`config.mk`:
```
export PLATFORM = sky130hd
export DESIGN_NAME = msap_sweep
export DESIGN_NICKNAME = d
export VERILOG_FILES = /design/src/rtl/msap_pkg.sv /design/src/rtl/msap_sweep.sv
export SDC_FILE = /design/constraint.sdc
export NUM_CORES = 1
export LEC_CHECK = 0
export BUFFER_PORTS_ARGS = -buffer_cell sky130_fd_sc_hd__buf_4
export CORE_MARGIN = 2
export CORE_UTILIZATION = 45
export CTS_CLUSTER_DIAMETER = 80
export DETAILED_ROUTE_END_ITERATION = 6
export PLACE_DENSITY_LB_ADDON = 0.1
export SKIP_CTS_REPAIR_TIMING = 1
export SLEW_MARGIN = 20
export SYNTH_ARGS = -nofsm -noshare
export SYNTH_HDL_FRONTEND = slang
export SYNTH_SLANG_ARGS = --single-unit
```
`constraint.sdc`:
```
create_clock -name aclk -period 4.55 [get_ports aclk]
set_input_delay 0.455 -clock aclk [delete_from_list [all_inputs] [get_ports aclk]]
set_output_delay 0.455 -clock aclk [all_outputs]
set_load 0.005 [all_outputs]
```
`src/rtl/msap_pkg.sv`:
```
package msap_pkg;

    localparam int DEPTH_DEFAULT       = 1024;
    localparam int VALUE_WIDTH_DEFAULT = 32;

    localparam int OPCODE_W = 2;
    localparam int INDEX_W  = 10;
    localparam int VALUE_W  = 32;
    localparam int COUNT_W  = 11;

    typedef enum logic [OPCODE_W-1:0] {
        OP_WRITE     = 2'd0,
        OP_PARTITION = 2'd1,
        OP_READ      = 2'd2,
        OP_NONE      = 2'd3
    } opcode_t;

    typedef struct packed {
        logic [OPCODE_W-1:0] opcode;
        logic [INDEX_W-1:0]  index;
        logic [VALUE_W-1:0]  value;
        logic                goes_left;
        logic [COUNT_W-1:0]  count;
    } in_item_t;

    typedef struct packed {
        logic [VALUE_W-1:0] read_value;
        logic               read_goes_left;
        logic [COUNT_W-1:0] left_count;
    } out_item_t;

    // sequencer status seen by the top level
    typedef struct packed {
        logic busy;
        logic done;
    } sweep_stat_t;

endpackage

```
`src/rtl/msap_sweep.sv`:
```
module msap_sweep #(
    parameter int DEPTH       = msap_pkg::DEPTH_DEFAULT,
    parameter int VALUE_WIDTH = msap_pkg::VALUE_WIDTH_DEFAULT
) (
    input  logic                         aclk,
    input  logic                         aresetn,
    input  logic                         start,
    input  logic [$clog2(DEPTH+1)-1:0]   n,
    input  logic [VALUE_WIDTH:0]         rd_data,
    output logic                         rd_en,
    output logic [$clog2(DEPTH)-1:0]     rd_addr,
    output logic                         wr_en,
    output logic [$clog2(DEPTH)-1:0]     wr_addr,
    output logic [VALUE_WIDTH:0]         wr_data,
    output logic [$clog2(DEPTH+1)-1:0]   left_count,
    output msap_pkg::sweep_stat_t        stat
);

    localparam int AW = $clog2(DEPTH);
    localparam int CW = $clog2(DEPTH + 1);

    typedef enum logic [5:0] {
        ST_IDLE   = 6'b000001,
        ST_COUNT  = 6'b000010,
        ST_SCAN_L = 6'b000100,
        ST_SCAN_R = 6'b001000,
        ST_SWAP   = 6'b010000,
        ST_DONE   = 6'b100000
    } state_t;

    state_t               state_reg, state_next;
    logic                 rv_reg, rv_next;       // read issued last cycle
    logic [CW-1:0]        tag_reg, tag_next;     // address of that read
    logic [CW-1:0]        scan_reg, scan_next;
    logic [CW-1:0]        lo_reg, lo_next;
    logic [CW-1:0]        hi_reg, hi_next;
    logic [CW-1:0]        n_reg, n_next;
    logic [CW-1:0]        acc_reg, acc_next;
    logic [VALUE_WIDTH:0] lo_data_reg, lo_data_next;

    logic rd_class;
    assign rd_class = rd_data[VALUE_WIDTH];

    always_comb begin
        state_next   = state_reg;
        rv_next      = 1'b0;
        tag_next     = tag_reg;
        scan_next    = scan_reg;
        lo_next      = lo_reg;
        hi_next      = hi_reg;
        n_next       = n_reg;
        acc_next     = acc_reg;
        lo_data_next = lo_data_reg;
        rd_en        = 1'b0;
        rd_addr      = AW'(scan_reg);
        wr_en        = 1'b0;
        wr_addr      = AW'(lo_reg);
        wr_data      = rd_data;

        unique case (state_reg)
            ST_IDLE: begin
                if (start) begin
                    n_next    = n;
                    acc_next  = '0;
                    scan_next = '0;
                    state_next = (n == '0) ? ST_DONE : ST_COUNT;
                end
            end
            ST_COUNT: begin
                if (rv_reg) begin
                    acc_next = acc_reg + CW'(rd_class);
                end
                if (scan_reg < n_reg) begin
                    rd_en     = 1'b1;
                    rv_next   = 1'b1;
                    scan_next = scan_reg + 1'b1;
                end else if (!rv_reg) begin
                    scan_next  = '0;
                    hi_next    = n_reg - 1'b1;
                    state_next = ST_SCAN_L;
                end
            end
            // look upward for a right-class element below hi
            ST_SCAN_L: begin
                if (rv_reg && !rd_class) begin
                    lo_next      = tag_reg;
                    lo_data_next = rd_data;
                    scan_next    = hi_reg;
                    state_next   = ST_SCAN_R;
                end else if (scan_reg < hi_reg) begin
                    rd_en     = 1'b1;
                    rv_next   = 1'b1;
                    tag_next  = scan_reg;
                    scan_next = scan_reg + 1'b1;
                end else if (!rv_reg) begin
                    state_next = ST_DONE;
                end
            end
            // look downward for a left-class element above lo
            ST_SCAN_R: begin
                if (rv_reg && rd_class) begin
                    hi_next    = tag_reg;
                    wr_en      = 1'b1;
                    wr_addr    = AW'(lo_reg);
                    wr_data    = rd_data;
                    state_next = ST_SWAP;
                end else if (scan_reg > lo_reg) begin
                    rd_en     = 1'b1;
                    rv_next   = 1'b1;
                    tag_next  = scan_reg;
                    scan_next = scan_reg - 1'b1;
                end else if (!rv_reg) begin
                    state_next = ST_DONE;
                end
            end
            ST_SWAP: begin
                wr_en      = 1'b1;
                wr_addr    = AW'(hi_reg);
                wr_data    = lo_data_reg;
                scan_next  = lo_reg + 1'b1;
                hi_next    = hi_reg - 1'b1;
                state_next = ST_SCAN_L;
            end
            ST_DONE: begin
                state_next = ST_IDLE;
            end
            default: begin
                state_next = ST_IDLE;
            end
        endcase
    end

    always_ff @(posedge aclk) begin
        if (!aresetn) begin
            state_reg <= ST_IDLE;
            rv_reg    <= 1'b0;
        end else begin
            state_reg <= state_next;
            rv_reg    <= rv_next;
        end
    end

    always_ff @(posedge aclk) begin
        tag_reg     <= tag_next;
        scan_reg    <= scan_next;
        lo_reg      <= lo_next;
        hi_reg      <= hi_next;
        n_reg       <= n_next;
        acc_reg     <= acc_next;
        lo_data_reg <= lo_data_next;
    end

    assign left_count = acc_reg;
    assign stat       = '{busy: (state_reg != ST_IDLE), done: (state_reg == ST_DONE)};

endmodule

```
### After elaboration in Yosys (flattened, before gate mapping)

Index checks and enable logic that the tools add are counted.

* word-level logic and storage cells: 92
* flip-flop bits (word level): 106
* output and inout bits: 68

* add/sub/neg operators: 6
* multiplexer cells: 39
* reduce and logical (&&, ||, !) cells: 15
* magnitude comparators: 3
* equality and inequality tests: 20

Operators by type and width (number)
* 11-bit 2-to-1 mux: 15
* 11-bit one-hot mux with 5 select lines: 1
* 6-bit 2-to-1 mux: 9
* 11-bit one-hot mux with 2 select lines: 2
* 33-bit 2-to-1 mux: 1
* 11-bit one-hot mux with 3 select lines: 1
* 11-bit by 1-bit subtractor with 11-bit output (second input constant): 3
* 6-bit one-hot mux with 5 select lines: 1
* 11-bit by 1-bit adder with 11-bit output (second input constant): 2
* 11-bit < comparator: 2
* 2-bit != test (second input constant): 9
* 3-bit != test (second input constant): 4
* 11-bit by 1-bit adder with 11-bit output: 1
* 11-bit greater-than comparator: 1
* 11-bit zero test: 1
* 10-bit 2-to-1 mux: 1
* 5-bit AND reduction: 2
* 6-bit by 1-bit == test with 1-bit output (second input constant): 1
* 6-bit by 2-bit == test with 1-bit output (second input constant): 1
* 6-bit by 3-bit == test with 1-bit output (second input constant): 1
* 6-bit by 4-bit == test with 1-bit output (second input constant): 1
* 6-bit by 5-bit == test with 1-bit output (second input constant): 1
* 6-bit == test (second input constant): 1
* 1-bit 2-to-1 mux: 6
* other kinds (12): 15

### Longest topological paths before layout

Gate-level depths: netlist (run 1).

* word-level depth: 4
* mapped depth: 12
* gate-level depth less buffers: 9

### Least setup slack after synthesis (run 1)

OpenSTA, ideal clock, no wires.

* path kind: reg-to-reg
* start point: register state_reg[5]
* end point: register scan_reg[3] (data pin)
* slack: 1.405 ns
* stages on the path, launching flop included: 7
* required time: 4.399 ns
* buffers on the path: 1
* arrival: 2.994 ns
* clock period less this slack: 3.145 ns
* path through: dfxtp_1 nor4_1 nand3b_1 nor2_1 clkbuf_1 a222oi_1 o21ai_1

* cells in the longest elaborated chain, start to end: 2
* elaborated cells on any way between the ends: 6
* classes of those cells: 5 x eq/ne; 1 x mux

Ends and longest elaborated chain
* from (decl): RTL line msap_sweep.sv:31 `state_t state_reg, state_next;`
* from (signal assigned): RTL line msap_sweep.sv:138 `state_reg <= state_next;`
* 6-bit by 5-bit == test with 1-bit output, or another cell as far along: RTL line msap_sweep.sv:60 `unique case (state_reg)`
* 11-bit one-hot mux with 5 select lines (*): RTL line msap_sweep.sv:60
* named net scan_next[3]: RTL line msap_sweep.sv:34 `logic [CW-1:0] scan_reg, scan_next;`
* to (signal assigned): RTL line msap_sweep.sv:145 `scan_reg <= scan_next;`
* to (decl): RTL line msap_sweep.sv:34

Mark *: on every way through the listed nets, which the timed path passes. The rest lies on a longest branch.
A chain may end at the register's enable or synchronous reset.

### Final worst setup path (run 1)

* start point: register state_reg[0]
* end point: output wr_addr[8]

* cells in the longest elaborated chain, start to end: 2

Ends and longest elaborated chain
* 6-bit by 5-bit == test with 1-bit output: RTL line msap_sweep.sv:60
* 10-bit 2-to-1 mux
* to (decl): RTL line msap_sweep.sv:13 `output logic [$clog2(DEPTH)-1:0] wr_addr,`

No other way between the ends.

==> key figures, run 1 <==
CTS
  • Clk Latency, worst-skew pair: ~0.35 ns
  • CTS Buf Count: 9
  • Clock-pin transition on the worst setup and hold timing paths: approximately 0.070 ns
  • Clk sinks: about 110
  • Htree depth: 3
  • Maximum root-to-sink buffer count: 2
  • CTS tree: done
  • Root buf cell: clkbuf_16

GRT
  • Gr ovfl total: 0
  • First-pass GRT wire length: 24600 um
  • Vias in the first global route: 4731
  • Largest net degree at the start of global routing: between 50 and 60
  • Initial antenna violation count: 0
  • GR Util All Layers: 0.215

STA
  • Fin crit share: 0.719
  • Slew @ Worst Pin: a little over 0.7 ns
  • Relative slew slack: 0.518
  • Clock skew: about 0.0073 ns
  • Final Max Slew Viols: 0
  • Final setup vio count: 0
  • Final setup TNS: 0 ns
  • Final Hold Fails: 0
  • RSZ-0062 raised after global routing: no
  • Final min period: ~3.3 ns
  • Fmax: 306 MHz

Finish
  • FF+latch area: between 3000 and 4000 um2
  • Max reg flops: 33
  • Fillers: between 1000 and 1500
  • Ant. Diodes: 0
  • # nets final: between 800 and 900
  • Cell area after layout: ~7500 um2
  • Multi-input logic area: between 2000 and 3000 um2
  • Area growth syn-to-layout: 19.0%
  • Fraction of layout instances using a drive strength above 1: 0.198

Yosys
  • Top FF cell, synth: edfxtp_1
  • Synth Register Bits: between 100 and 150
  • Syn_nets: 725
  • Number of synthesized flops with an enable pin: 99
  • Adder-Cell Fraction of Synth Area: 0.0735
  • Cells after synthesis: between 600 and 700
  • Average size of a mapped cell: 9.83 um2
  • Share of flip-flops with an asynchronous set or reset: 0
  • Mux share of post-synthesis cell area: 0.00338
  • Compound-Gate Fraction of Synth Area: 0.118
  • Ys Warns: 0
  • Post-synthesis simple-gate area fraction: 0.199
  • Post-synthesis cell area: 6300 um2
  • Post-synthesis sequential area ratio: 0.494
  • Combinational family with the most area after synthesis: simple AND/OR/NAND/NOR gates
  • Synth cell types: 67
  • Synth Area in XOR/XNOR: 0.0570

Critical path
  • CP cell instances: or4_4, nor2_4, buf_4, nand2_1, o21ai_0, buf_4
  • Slowest stage delay, CP: slightly above 0.6 ns
  • CP Class: flop to primary output
  • Critical path peak fanout: 38
  • CP endpoint kind: primary output
  • Arr. time, crit path: about 2.8 ns
  • Critical Path RT: 4.09 ns
  • Critical path startpoint category: flop
  • Critical path buffers and inverters: 2
  • CP delay by family, top: simple AND/OR/NAND/NOR gates
  • Crit-path most repeated cell: buf_4
  • R2r setup slk: ~1.5 ns
  • Critical path's slowest cell: or4_4

Status
  • Status: finished, final reports clean

Die
  • Number of core rows: 43
  • # IOs: 115
  • Die Y-Extent: around 120 um
  • Starting Density: 0.457
  • Core area: 13800 um2
  • Width of the chip: around 120 um
  • Total Die Area: about 15000 um2

Placement
  • I/O Buffers: approximately 110
  • Area after DPL: between 7000 and 8000 um2
  • Gpl congestion: between 0.8 and 0.9
  • Detailed placement HPWL: about 12000 um

Routing
  • Post-route antenna net violation count: 0
  • Detail-routed via count per cell: 5.55
  • Vias: roughly 5000
  • DRT iter0 DRCs: 361
  • Avg WL per Cell: ~17 um
  • DRC: 0
  • Total length of routed wires: 15900 um
  • Pre-Repair DR Iteration Count: 5

Worst hold path
  • Hold WC Path Type: input port to flop

Pwr
  • Leakage: about 0.0031 uW
  • Maximum VDD drop: 0.000146 V
  • PD cells: around 280 nW/um2

Run
  • Max Cap Viol: 0
[cell families (layout without fill, tap and decap cells)]
| logic type | count (synthesis) | after routing |
|---|---|---|
| XOR/XNOR | 41 | 41 |
| AO/OA/AOI/OAI | 109 | 109 |
| buffers and inverters | 76 | 174 |
| adder cells (fa/ha/maj) | 37 | 37 |
| multiplexers | 2 | 2 |
| flip-flops | 106 | 106 |
| AND/OR/NAND/NOR | 270 | 270 |
[area by class of cell]
class | instances | area share
clock inverter | 3 | 0.00250
timing repair buffer | 118 | 0.118
sequential | 106 | 0.415
clock buffer | 11 | 0.0311
inverter | 42 | 0.0210
multi-input combinational | 459 | 0.382
tap | 180 | 0.0301
[report_power, final]
part | total, uW | switching, uW | internal [uW]
Combinational | 261 | 128 | 133
Clock | 689 | 326 | 363
Sequential | 1140 | 47.1 | 1100
Total | 2100 | 501 | 1590
[layer usage]
metal | GRT usage | vias to the layer above | share of wire
met3 | 0.0344 | 17 | 0.074
met4 | 0.0812 | 0 | 0.017
met1 | 0.300 | 2411 | 0.45
met5 | 0 | - | 0
li1 | - | 2465 | -
met2 | 0.340 | 203 | 0.46
[stage by stage]
| step | setup WS [ns] | hold WS [ns] | power [uW] | util | cells |
|---|---|---|---|---|---|
| after global placement | 1.62 | 0.439 | 1420 | 0.525 | 905 |
| after detailed placement | 1.53 | 0.455 | 1430 | 0.526 | 905 |
| after CTS | 1.26 | 0.277 | 2110 | 0.544 | 919 |
| final | 1.28 | 0.290 | 2100 | 0.544 | 919 |
| after global routing | 1.15 | 0.278 | 2190 | 0.544 | 919 |
| after floorplan | 1.41 | 0.422 | 1300 | - | 641 |
[cell usage in the layout, fill, tap and decap left out, drive strengths merged, types with 3 or more instances in the layout]
cell	count
a21o	8
a21oi	29
a222oi	7
a31oi	3
and2	5
and3	7
and3b	3
buf	118
clkbuf	11
dfxtp	7
edfxtp	99
ha	37
inv	42
nand2	143
nand2b	3
nand3	24
nand3b	3
nand4	7
nand4b	3
nor2	38
nor2b	3
nor3	18
nor3b	3
nor4	5
o21ai	30
xnor2	24
xor2	17
[synth_stat cells (14+ instances only)]
| cell type | count | share of area |
|---|---|---|
| ha_1 | 37 | 0.073 |
| nor3_1 | 16 | 0.013 |
| xnor2_1 | 24 | 0.033 |
| clkbuf_1 | 14 | 0.0083 |
| edfxtp_1 | 99 | 0.47 |
| a21oi_1 | 29 | 0.023 |
| inv_1 | 42 | 0.025 |
| o21ai_0 | 19 | 0.015 |
| xor2_1 | 17 | 0.024 |
| nand2_1 | 143 | 0.085 |
| nor2_1 | 37 | 0.022 |
| nand3_1 | 24 | 0.019 |
[final timing paths]
| kind | from | end | cells after the start |
|---|---|---|---|
| setup / recovery | state_reg[0] | wr_addr[8] | 6 |
| hold / removal | n[8] | n_reg[8] | 1 |
| setup reg to reg | state_reg[0] | hi_reg[8] | 9 |
| hold reg to reg | tag_reg[6] | lo_reg[6] | 0 |
(Power assumes the default switching activity.)
==> inputs of run 2 (changes only) <==
--- a/config.mk
+++ b/config.mk
@@ -5,6 +5,7 @@
 export SDC_FILE = /design/constraint.sdc
 export NUM_CORES = 1
 export LEC_CHECK = 0
+export ABC_AREA = 1
 export BUFFER_PORTS_ARGS = -buffer_cell sky130_fd_sc_hd__buf_4
 export CORE_MARGIN = 2
 export CORE_UTILIZATION = 45
==> constraint.sdc (replaced) <==
create_clock -name aclk -period 3.28 [get_ports aclk]
set_input_delay 0.328 -clock aclk [delete_from_list [all_inputs] [get_ports aclk]]
set_output_delay 0.328 -clock aclk [all_outputs]
set_load 0.005 [all_outputs]
==> run 2 against run 1 <==
Clock power is 58% higher. First-iteration DRC count is 23% higher. Wire length is 4.5% higher. Critical path depth is 3 higher. Utilization is 1.1 points higher. Die area is 0.86% higher. Power is 140% higher. Design area is 2.4% higher. Global-route usage is 1.0 points higher. Via count is 7.0% higher. Critical path type unchanged.
==> key figures, run 2 <==
GRT
  • Grt met3 use: 0.0362
  • Grt met1 use: 0.313
  • Vias in the first global route: a little over 5000
  • Initial antenna violation count: 0
  • Met2 Resource Use GR: 0.360
  • GR Util All Layers: 0.226
  • First-pass GRT wire length: about 26000 um
  • Most Used Layer, Global Route: met2
  • Largest net degree at the start of global routing: 44
  • Gr ovfl total: 0

Placement
  • Placed insts: 1037
  • Gpl congestion: 0.890
  • Detailed placement HPWL: roughly 12000 um
  • Area after DPL: approximately 7400 um2
  • I/O Buffers: ~110

Pwr
  • Int Power: between 3000 and 4000 uW
  • Switching Fraction: 0.380
  • Reg power frac: 0.431
  • Leakage: around 0.0036 uW
  • Net Sw Power: ~2000 uW
  • Comb pwr share: 0.356
  • Clock power share: 0.213
  • Maximum VDD drop: 0.000521 V
  • PD cells: around 670 nW/um2

Routing
  • Vias: 5451
  • DRC: 0
  • DRT iter0 DRCs: ~440
  • Detail-routed via count per cell: about 5.2
  • Total length of routed wires: 16600 um
  • Post-route antenna net violation count: 0
  • Pre-Repair DR Iteration Count: 7
  • Avg WL per Cell: ~16 um

Yosys
  • Dominant cells by area after synthesis: edfxtp_1 (47%), nand2_1 (14%), ha_1 (7.3%)
  • Cell type with the largest total area after synthesis: edfxtp_1
  • Cells after synthesis: approximately 760
  • Synth cell types: 40
  • Syn_nets: roughly 840
  • Top FF cell, synth: edfxtp_1
  • Most common cell in the synthesized netlist: nand2_1
  • Combinational family with the most area after synthesis: simple AND/OR/NAND/NOR gates
  • Adder-Cell Fraction of Synth Area: 0.0728
  • Ys Warns: 0
  • Synth Area in XOR/XNOR: 0.00965
  • Synth Register Bits: around 110
  • Post-synthesis simple-gate area fraction: 0.259
  • Number of synthesized flops with an enable pin: just under 100
  • Post-synth top cells: nand2_1 (244), edfxtp_1 (99), inv_1 (87)
  • Compound-Gate Fraction of Synth Area: 0.0909
  • Post-synthesis sequential area ratio: 0.490
  • Post-synthesis cell area: between 6000 and 7000 um2
  • Top cell type's share of synthesized area: 0.468
  • Average size of a mapped cell: about 8.4 um2
  • Share of flip-flops with an asynchronous set or reset: 0
  • Mux share of post-synthesis cell area: 0

CTS
  • Clock-pin transition on the worst setup and hold timing paths: ~0.07 ns
  • Clk sinks: roughly 110
  • CTS Buf Count: 9
  • Maximum root-to-sink buffer count: 2
  • CTS tree: done
  • Clk Latency, worst-skew pair: between 0.3 and 0.4 ns
  • Root buf cell: clkbuf_16
  • Htree depth: 3

Die
  • Total Die Area: around 15000 um2
  • Width of the chip: roughly 120 um
  • Core area: 13800 um2
  • # IOs: around 120
  • Die Y-Extent: 123 um
  • Starting Density: 0.460
  • Number of core rows: between 40 and 50

Finish
  • # nets final: ~950
  • Most common cell after layout, fill and taps aside: nand2_1
  • Cell area after layout: around 7700 um2
  • Area growth syn-to-layout: 20.8%
  • Ant. Diodes: 0
  • Fraction of layout instances using a drive strength above 1: 0.191
  • Most frequent cells in the layout: nand2_1 (244), buf_4 (123), edfxtp_1 (99)
  • Fillers: 1285
  • FF+latch area: between 3000 and 4000 um2
  • Multi-input logic area: roughly 2800 um2
  • Layout Cells excl Fill: 1053
  • Max reg flops: 33
  • Final design utilization: 0.555

STA
  • Final min period: roughly 2.8 ns
  • Fmax: between 300 and 400 MHz
  • Fin crit share: 0.842
  • Final setup TNS: 0 ns
  • Final Hold Fails: 0
  • Slew @ Worst Pin: ~0.8 ns
  • Relative slew slack: 0.456
  • Final setup vio count: 0
  • Final Max Slew Viols: 0
  • RSZ-0062 raised after global routing: no
  • Clock skew: slightly above 0.009 ns

Run
  • Max Cap Viol: 0

Critical path
  • Critical path buffers and inverters: 1
  • Slowest stage delay, CP: approximately 0.60 ns
  • CP cell instances: ha_1, nand2_1, nor2_1, and2_1, nand2_1, nand3_1, nand3_1, nand3_1, buf_4
  • CP Class: flop to primary output
  • Arr. time, crit path: around 2.4 ns
  • Critical Path RT: 2.95 ns
  • Critical path peak fanout: 9
  • CP endpoint kind: primary output
  • Critical path's slowest cell: edfxtp_1
  • CP delay by family, top: simple AND/OR/NAND/NOR gates
  • Crit-path most repeated cell: nand3_1
  • Critical path startpoint category: flop

Status
  • Status: finished, final reports clean

Worst hold path
  • Hold WC Path Type: input port to flop
-- run 2: cell types whose count changed after synthesis, moves of 8 or more --
cell / change
inv_1: +45
nor2_1: +27
nor3_1: -8
xor2_1: -10
o21ai_0: +20
xnor2_1: -24
nand3_1: +14
nand2_1: +101
-- run 2: cell families (layout without fill, tap and decap cells) --
family	after synthesis	count (layout)
compound gates	102	102
xor+xnor	7	7
fa+ha+maj	37	37
buf+inv	118	232
flops	106	106
simple gates	389	389
-- run 2: power groups by stage --
stage | registers [uW] | clock network [uW] | logic (uW)
after global placement | 2230 | 0 | 1750
after detailed placement | 2240 | 0 | 1810
after floorplan | 2100 | 0 | 1230
final | 2210 | 1090 | 1820
after CTS | 2210 | 1120 | 1820
after global routing | 2250 | 1160 | 2080
-- run 2: path summary, 6_finish.rpt --
kind	startpoint	endpoint	slack, ns	cells past startpoint
max	scan_reg[9]	rd_en	0.52	9
min	n[9]	n_reg[9]	0.15	1
max reg2reg	scan_reg[9]	scan_reg[10]	0.76	9
min reg2reg	tag_reg[7]	lo_reg[7]	0.48	0
-- run 2: metal layers --
layer	vias to the layer above	wire, um	part of all wire
li1	2727	-	-
met1	2498	7290	0.44
met2	198	7740	0.47
met3	28	1200	0.073
met4	0	342	0.021
met5	-	0	0
-- run 2: worst register-to-register path: cells and delay by family, from the launching register on --
kind                     cells  cell delay, ns
adder cells (fa/ha/maj)      1            0.38
flip-flops                   1            0.60
AO/OA/AOI/OAI                1            0.07
buffers and inverters        1            0.26
AND/OR/NAND/NOR              6            0.90
-- run 2: per-stage QoR --
stage	setup WS [ns]	power (uW)	hold slack, ns
6_report	0.519	5130	0.149
5_1_grt	0.437	5490	0.145
4_1_cts	0.548	5160	0.140
3_5_place_dp	0.796	4050	0.445
3_3_place_gp	0.854	3980	0.447
2_1_floorplan	0.529	3340	0.414
-- run 2: cell type report --
| type | count | area share |
|---|---|---|
| Clock buffer | 9 | 0.0293 |
| Clock inverter | 7 | 0.00913 |
| Inverter | 92 | 0.0450 |
| Multi-Input combinational cell | 535 | 0.359 |
| Sequential cell | 106 | 0.406 |
| Tap cell | 180 | 0.0293 |
| Timing Repair Buffer | 124 | 0.123 |
==> inputs of run 3 (changes only) <==
--- a/config.mk
+++ b/config.mk
@@ -5,7 +5,7 @@
 export SDC_FILE = /design/constraint.sdc
 export NUM_CORES = 1
 export LEC_CHECK = 0
-export ABC_AREA = 1
+export ABC_AREA = 0
 export BUFFER_PORTS_ARGS = -buffer_cell sky130_fd_sc_hd__buf_4
 export CORE_MARGIN = 2
 export CORE_UTILIZATION = 45
==> constraint.sdc (replaced) <==
create_clock -name aclk -period 2.74 [get_ports aclk]
set_input_delay 0.274 -clock aclk [delete_from_list [all_inputs] [get_ports aclk]]
set_output_delay 0.274 -clock aclk [all_outputs]
set_load 0.005 [all_outputs]
==> run 3 against run 2 <==
Worst hold slack worse by 0.046 ns. First-iteration DRC count increased by 13%. Wire length up 1.8%. Clock power grew 27%. Combinational power shrank 71%. Global-route usage rose by 0.29 points. Power decreased by 27%. Design area rose by 2.4%. Largest power group unchanged.
==> key figures, run 3 (synthesis results as in run 1) <==
CTS
  • CTS Buf Count: 9
  • CTS tree: done
  • Maximum root-to-sink buffer count: 2
  • Root buf cell: clkbuf_16
  • Clk sinks: roughly 110
  • Clk Latency, worst-skew pair: 0.35 ns
  • Htree depth: 3
  • Clock-pin transition on the worst setup and hold timing paths: 0.07 ns

Critical path
  • CP cell instances: buf_4, ha_1, nand4_1, o21ai_0, a211oi_2, nor2_2, nand2_1, buf_4
  • Worst Setup EP: rd_en
  • Worst r2r src: state_reg[0]
  • Arr. time, crit path: ~2.4 ns
  • Critical path peak fanout: 12
  • WP depth: 8
  • Critical path's slowest cell: edfxtp_1
  • Slowest stage delay, CP: between 0.4 and 0.5 ns
  • CP delay by family, top: compound AO/OA/AOI/OAI gates
  • Crit-path most repeated cell: buf_4
  • Critical path startpoint: scan_reg[5]
  • FF-to-FF path depth: 9
  • Critical Path RT: 2.47 ns
  • CP Class: flop to primary output
  • Critical path buffers and inverters: 2
  • Critical path startpoint category: flop
  • R2r setup slk: approximately 0.22 ns
  • CP endpoint kind: primary output
  • Critical R2R Capture: hi_reg[8]

Pwr
  • Leakage: between 0.003 and 0.004 uW
  • PD cells: 479 nW/um2
  • Maximum VDD drop: around 0.00029 V

GRT
  • Gr ovfl total: 0
  • Met2 Resource Use GR: 0.356
  • GR Util All Layers: 0.228
  • Most Used Layer, Global Route: met2
  • Grt met1 use: 0.322
  • Grt met3 use: 0.0404
  • Largest net degree at the start of global routing: between 50 and 60
  • Vias in the first global route: between 5000 and 6000
  • First-pass GRT wire length: between 20000 and 30000 um
  • Initial antenna violation count: 0

Placement
  • I/O Buffers: approximately 110
  • Detailed placement HPWL: roughly 12000 um
  • Gpl congestion: ~0.94
  • Placed insts: a little over 900

STA
  • Fin crit share: 0.984
  • Final setup vio count: 0
  • Worst hold slack: a little over 0.1 ns
  • Final Hold Fails: 0
  • Final Max Slew Viols: 0
  • Final min period: ~2.7 ns
  • Slew @ Worst Pin: between 0.6 and 0.7 ns
  • Fmax: about 370 MHz
  • Final setup TNS: 0 ns
  • Relative slew slack: 0.584
  • Clock skew: about 0.0076 ns

Finish
  • Fraction of layout instances using a drive strength above 1: 0.238
  • FF+latch area: around 3100 um2
  • Area growth syn-to-layout: 24.8%
  • Most common cell after layout, fill and taps aside: buf_4
  • Layout Cells excl Fill: 954
  • # nets final: 854
  • Most frequent cells in the layout: buf_4 (147), nand2_1 (142), edfxtp_1 (99)
  • Ant. Diodes: 0
  • Max reg flops: 33
  • Fillers: around 1300
  • Multi-input logic area: ~2900 um2

Die
  • # IOs: between 100 and 150
  • Width of the chip: between 100 and 150 um
  • Number of core rows: 43
  • Starting Density: 0.457
  • Total Die Area: approximately 15000 um2
  • Core area: 13800 um2
  • Die Y-Extent: 122 um

Routing
  • DRC: 0
  • Pre-Repair DR Iteration Count: 5
  • Vias: 5270
  • DRT iter0 DRCs: between 500 and 600
  • Avg WL per Cell: around 18 um
  • Total length of routed wires: between 15000 and 20000 um
  • Post-route antenna net violation count: 0
  • Detail-routed via count per cell: ~5.5

Run
  • Max Cap Viol: 0

Status
  • Status: finished, final reports clean

Worst hold path
  • Hold WC Path Type: input port to flop
==> run 3: cell types whose count changed in the layout (fill, tap and decap cells not counted), moves of 5 or more <==
cell,change
inv_1,-45
o21ai_0,-20
xor2_1,+10
nand2_1,-102
nand3_1,-15
and3_1,+6
nor3_1,+8
nor2_1,-29
o21ai_1,+5
xnor2_1,+24
a222oi_1,+7
a21o_1,+5
buf_4,+24
inv_2,-5
==> run 3: area by class of cell <==
class | count | share of cell area
Timing Repair Buffer | 152 | 0.151
Tap cell | 180 | 0.0287
Inverter | 42 | 0.0201
Clock inverter | 6 | 0.0103
Clock buffer | 9 | 0.0287
Sequential cell | 106 | 0.396
Multi-Input combinational cell | 459 | 0.365
==> run 3: worst min path at each step <==
stage,startpoint,endpoint,slack (ns),cells after the start
6_report,rd_data[18],lo_data_reg[18],0.10,1
5_1_grt,rd_data[18],lo_data_reg[18],0.08,1
4_1_cts,rd_data[18],lo_data_reg[18],0.09,1
3_5_place_dp,tag_reg[7],lo_reg[7],0.44,0
3_3_place_gp,tag_reg[7],lo_reg[7],0.44,0
2_1_floorplan,aresetn,state_reg[0],0.34,1
==> run 3: routing by layer <==
| layer | routed length (um) | vias up |
|---|---|---|
| met5 | 0 | - |
| met4 | 247 | 0 |
| met3 | 1140 | 16 |
| met2 | 7900 | 205 |
| met1 | 7590 | 2513 |
| li1 | - | 2536 |
==> run 3: stage by stage <==
stage	setup slack (ns)	power (uW)	cell area (um2)	util
3_3_place_gp	0.288	2390	7450	0.541
6_report	0.0426	3770	7860	0.571
3_5_place_dp	0.245	2400	7450	0.541
2_1_floorplan	0.0831	2170	6300	-
5_1_grt	-0.0269	3930	7860	0.571
4_1_cts	-0.114	3770	7760	0.563
==> run 3: power by group <==
part	internal, uW	leakage [uW]	switching [uW]
combinational	259	0.00224	266
clock	792	0.000151	584
sequential	1820	0.000974	45.6
